### src/sv/cmsv_pkg.sv
// Shared types and constants for the cross marker shape validator.
// No dependencies; every other file of the block imports this package.
package cmsv_pkg;

  // Default coordinate width and number of coordinates in one candidate
  localparam int COORD_BITS_DEF = 12;
  localparam int NUM_COORD      = 10;
  localparam int NUM_POINTS     = 5;

  // Lane pipeline depth; one output register follows in the merge stage
  localparam int PIPE_LAT = 6;
  localparam int NUM_STG  = PIPE_LAT + 1;

  // Configuration port
  localparam int CFG_W     = 7;
  localparam int CFG_IDX_W = 2;

  localparam logic [CFG_IDX_W-1:0] REG_ANGLE_STRONG = 2'd0;
  localparam logic [CFG_IDX_W-1:0] REG_ANGLE_FOLLOW = 2'd1;
  localparam logic [CFG_IDX_W-1:0] REG_ELONGATION   = 2'd2;
  localparam logic [CFG_IDX_W-1:0] REG_BALANCE      = 2'd3;

  localparam logic [CFG_W-1:0] ANGLE_STRONG_RST = 7'd70;
  localparam logic [CFG_W-1:0] ANGLE_FOLLOW_RST = 7'd30;
  localparam logic [CFG_W-1:0] ELONGATION_RST   = 7'd30;
  localparam logic [CFG_W-1:0] BALANCE_RST      = 7'd20;

  // Percent scale and its square (cosine test works on squared values)
  localparam int PCT_SCALE = 100;
  localparam int COS_SCALE = 10000;

  // Cosine lanes: strong and follow-up test for each of the two corners
  localparam int NUM_COS_LANES = 4;
  localparam int LANE_STRONG0  = 0;
  localparam int LANE_FOLLOW0  = 1;
  localparam int LANE_STRONG1  = 2;
  localparam int LANE_FOLLOW1  = 3;

  // Result beat
  localparam int OUT_TDATA_W = 8;

  typedef enum logic [2:0] {
    REASON_NONE     = 3'd0,
    REASON_ANGLE    = 3'd1,
    REASON_ZERO_ARM = 3'd2,
    REASON_ELONG    = 3'd3,
    REASON_IMBAL    = 3'd4
  } reason_t;

  // Verdicts of the arm lane, handed to the merge stage
  typedef struct packed {
    logic zero_arm;
    logic elong;
    logic imbal;
  } arm_flags_t;

endpackage

### src/sv/cmsv_merge.sv
// Merge stage: combines the lane verdicts by test priority into the
// registered result. Depends on cmsv_pkg.
module cmsv_merge (
  input  logic                               clk,
  input  logic                               en,
  input  logic [cmsv_pkg::NUM_COS_LANES-1:0] cos_hit,
  input  cmsv_pkg::arm_flags_t               flags,
  output logic                               accepted,
  output cmsv_pkg::reason_t                  reason
);
  import cmsv_pkg::*;

  reason_t reason_next;

  always_comb begin
    priority if ((cos_hit[LANE_STRONG0] && !cos_hit[LANE_FOLLOW0]) ||
                 (cos_hit[LANE_STRONG1] && !cos_hit[LANE_FOLLOW1])) begin
      reason_next = REASON_ANGLE;
    end else if (flags.zero_arm) begin
      reason_next = REASON_ZERO_ARM;
    end else if (flags.elong) begin
      reason_next = REASON_ELONG;
    end else if (flags.imbal) begin
      reason_next = REASON_IMBAL;
    end else begin
      reason_next = REASON_NONE;
    end
  end

  always_ff @(posedge clk) begin
    if (en) begin
      reason   <= reason_next;
      accepted <= (reason_next == REASON_NONE);
    end
  end

endmodule

### config.mk
export PLATFORM = sky130hd
export DESIGN_NAME = cmsv_merge
export DESIGN_NICKNAME = d
export VERILOG_FILES = /design/src/sv/cmsv_pkg.sv /design/src/sv/cmsv_merge.sv
export SDC_FILE = /design/constraint.sdc
export NUM_CORES = 1
export LEC_CHECK = 0
export BUFFER_PORTS_ARGS = -buffer_cell sky130_fd_sc_hd__buf_4
export CAP_MARGIN = 20
export CORE_AREA = 2 2 39 41
export CTS_CLUSTER_SIZE = 24
export DETAILED_ROUTE_END_ITERATION = 12
export DIE_AREA = 0 0 41 43
export GPL_TIMING_DRIVEN = 0
export MAX_ROUTING_LAYER = met4
export PLACE_DENSITY = 0.35
export SETUP_SLACK_MARGIN = 0.3
export SLEW_MARGIN = 20
export SYNTH_ARGS = -nofsm -noshare
export SYNTH_HDL_FRONTEND = slang
export SYNTH_SLANG_ARGS = --single-unit
export TNS_END_PERCENT = 50
### constraint.sdc
create_clock -name clk -period 1.8 [get_ports clk]
set_input_delay 0.36 -clock clk [delete_from_list [all_inputs] [get_ports clk]]
set_output_delay 0.36 -clock clk [all_outputs]
set_load 0.02 [all_outputs]
---- Word-level counts from Yosys, hierarchy flattened ----
Index checks and enable logic that the tools add are counted.
operators by class
  mux-type cells .......................... 4
  reduce and logical (&&, ||, !) cells .... 6
operators with widths
  kind               number
  2-to-1 mux 3 bit   4
  logical NOT 3 bit  1
  logical AND 1 bit  2
  logical NOT 1 bit  2
  logical OR 1 bit   1
storage, ports and cells
  flip-flop bits (word level) ............. 4
  output and inout bits ................... 4
  bits of input ports ..................... 9

---- Longest topological paths before layout ----
  depth after elaboration ................. 5
  gate-level depth with buffers ........... 2

---- Least setup slack after synthesis ----
OpenSTA, ideal clock, no wires.
  path kind ............................... in2reg
  from .................................... input port cos_hit[2] (netlist name)
  to ...................................... register reason[0], data pin
  stages .................................. 2
  path buffers ............................ 0
  setup time .............................. 0.259 ns
  arrival time ............................ 0.774 ns
  path slack .............................. 0.767 ns
  cells stage by stage .................... nor2b_2 -> a211o_1
on the way
  cells in the longest elaborated chain, start to end .. 3
ends and longest elaborated chain
  item                  RTL line          source
  start, declared       cmsv_merge.sv:6   input logic [cmsv_pkg::NUM_COS_LANES-1:0] cos_hit,
  logical AND 1 bit     cmsv_merge.sv:17  (cos_hit[LANE_STRONG1] && !cos_hit[LANE_FOLLOW1])) begin
  logical OR 1 bit      cmsv_merge.sv:16  priority if ((cos_hit[LANE_STRONG0] && !cos_hit[LANE_FOLLOW0]) ||
  2-to-1 mux 3 bit      cmsv_merge.sv:16
  net reason_next[0]    cmsv_merge.sv:13  reason_t reason_next;
  end signal, assigned  cmsv_merge.sv:32  reason <= reason_next;
  end, declared         cmsv_merge.sv:9   output cmsv_pkg::reason_t reason
The timed path passes the listed nets, and every way through them passes these cells.
A chain may end at the register's enable or synchronous reset.

---- Worst setup path in the final report ----
  from .................................... register accepted
  to ...................................... output port accepted
RTL lines
  item                    RTL line          source
  start, declared         cmsv_merge.sv:8   output logic accepted,
  start signal, assigned  cmsv_merge.sv:33  accepted <= (reason_next == REASON_NONE);
No word-level cell between the ends.

==> flow_summary.yaml <==
run_status:
  status: "finished, final reports clean"
synthesis:
  yosysTopAreaCell: "edfxtp_1"
  async_reset_ff_share_pct: 0
  synth_ff_type: "edfxtp_1"
  yosys.cell_types.count: 8
  netlist.area_leader.share_pct: 60.4
  synthCells: 12
  synthesis.area_um2: 199
  synth_nets: 21
  ys_ff_latch: 4
  syn_avg_cell_area_um2: 16.6
  yosysMostFrequentCell: "edfxtp_1"
  yosysSeqAreaShare_pct: 60.4
  ys_top_cells_by_area: "edfxtp_1 (60%), nor2b_2 (8.8%), nor4b_2 (7.5%)"
  synth_commonest_cells: "edfxtp_1 (4), nor2b_2 (2)"
  synth_edf_count: 4
  synth_warnings: 0
floorplanning:
  rows: 14
  pin_count: 13
  core_um2: 1380
  die_x_um: 41
  die_h_um: 43
  dieArea_um2: 1760
  start_util_pct: 14.4
global_route:
  grt_max_degree: 5
  grt_usage_pct: 5.27
  grt_overflow_total: 0
  grt_pass1_vias: 142
  antenna_found_initial: 0
  grt_pass1_wl_um: 510
clock_network:
  cts.sinks: 4
  cts-buffers-inserted: 3
  cts_tree: "yes"
  postCtsHoldBufs: 0
  cts_setup_buffers: 0
  htree_num_levels: 1
  cts.root.buffer_cell: "clkbuf_4"
  cts_buffer_depth: 2
  cts_resized: 0
  cts.clk_slew.worst_paths_ps: 40
drt:
  dr.first_iter.drc_count: 1
  vias: 148
  final_antenna_net_count: 0
  wire_per_inst_um: 7.88
  viasPerCell: 3.44
  wl_um: 339
  first_pass_iters: 2
  drc: 0
final_layout:
  drive_gt1_share_pct: 77.8
  nNetsFinal: 38
  syn_to_final_growth_pct: 66.7
  stdcell_count: 43
  n_antenna_cell: 0
  fill_cells: 155
placement:
  dp_hpwl_um: 290
  portBuffers: 12
  dp.cells: 40
  gp_congestion: 0.594
hold_path:
  hp-class: "input pin to flop"
  holdCritStartpoint: "en"
  hold_path_end: "accepted"
  min_path_cells: 1
timing:
  worst_slew_pin_slew_ps: 237
  hold_viol: 0
  rsz0062_at_grt: "no"
  fmax_mhz: 911
  setup_viol_count_final: 0
  max_slew_margin_pct: 84.1
  period_share_pct: 61.0
  slew_violations: 0
  period_needed_ps: 1100
  hold_ws_ps: 358
  setup_tns_ps: 0
critical_path:
  cp_max_fo: 1
  start_kind: "flop"
  slowest_stage: "edfxtp_1"
  path_cells: "buf_4"
  required_ps: 1440
  crit_type: "flop to output port"
  cp.arrival_ps: 740
  crit_buf_inv: 1
  slowest_delay_ps: 350
  worst_setup_path_end_kind: "output port"
  critical-path-top-delay-family: "flip-flops"
pwr:
  power_mw: 0.270
  powerDensity_nw_per_um2: 815
  leakage_nw: 0.139
  vdd_drop_max_mv: 0.182
run:
  max_cap_viol_count: 0
==> state kept, by name (all words and copies together), names as in the netlist <==
register / count
reason: 3
accepted: 1
==> report_power, final <==
part           internal, mW  switching [mW]
logic                0.0277          0.0225
registers             0.112         0.00165
clock network        0.0743          0.0323
total                 0.214          0.0565
==> cell usage in the layout (no fill, tap or decap) <==
master,instances
a211o_1,1
buf_4,12
clkbuf_4,3
edfxtp_1,4
inv_1,1
nor2b_2,2
nor3b_2,1
nor4_2,1
nor4b_2,1
or2_4,1
==> kinds of logic after synthesis <==
kind of cell / after synthesis / synth area share, %
AO/OA/AOI/OAI: 1 / 4.40
AND/OR/NAND/NOR: 6 / 33.3
flip-flops: 4 / 60.4
buffers and inverters: 1 / 1.88
==> per-layer routing <==
metal  track usage (%)  vias up  part of all wire, %
met5                 -        -                    0
met4              8.00        0                    0
met3              3.66        0                   21
met2              5.31       13                   39
met1              4.89       59                   40
li1                  -       76                    -
==> worst max-delay path by stage <==
stage / from / endpoint / slack [ps] / depth (start not counted)
floorplan: cos_hit[2] / reason[0] / 770 / 2
global placement: cos_hit[2] / reason[0] / 630 / 3
detailed placement: cos_hit[2] / reason[0] / 620 / 3
CTS: reason[1] / reason[1] / 680 / 1
global route: accepted / accepted / 660 / 1
finish: accepted / accepted / 700 / 1
==> area by class of cell <==
cell class	instances	area [um^2]	share of cell area, %
clock buffer	3	22.5	6.79
inverter	1	3.75	1.13
multi-input combinational	7	75.1	22.6
sequential	4	120	36.2
tap	16	20.0	6.04
timing repair buffer	12	90.1	27.2
==> through the flow <==
step	util, %	cell area (um^2)	setup WS [ps]
4_1_cts	24.0	332	685
2_1_floorplan	-	199	767
5_1_grt	24.0	332	665
6_report	24.0	332	702
3_3_place_gp	22.3	309	626
3_5_place_dp	22.3	309	622
No activity file was read; power rests on OpenSTA's default activity.
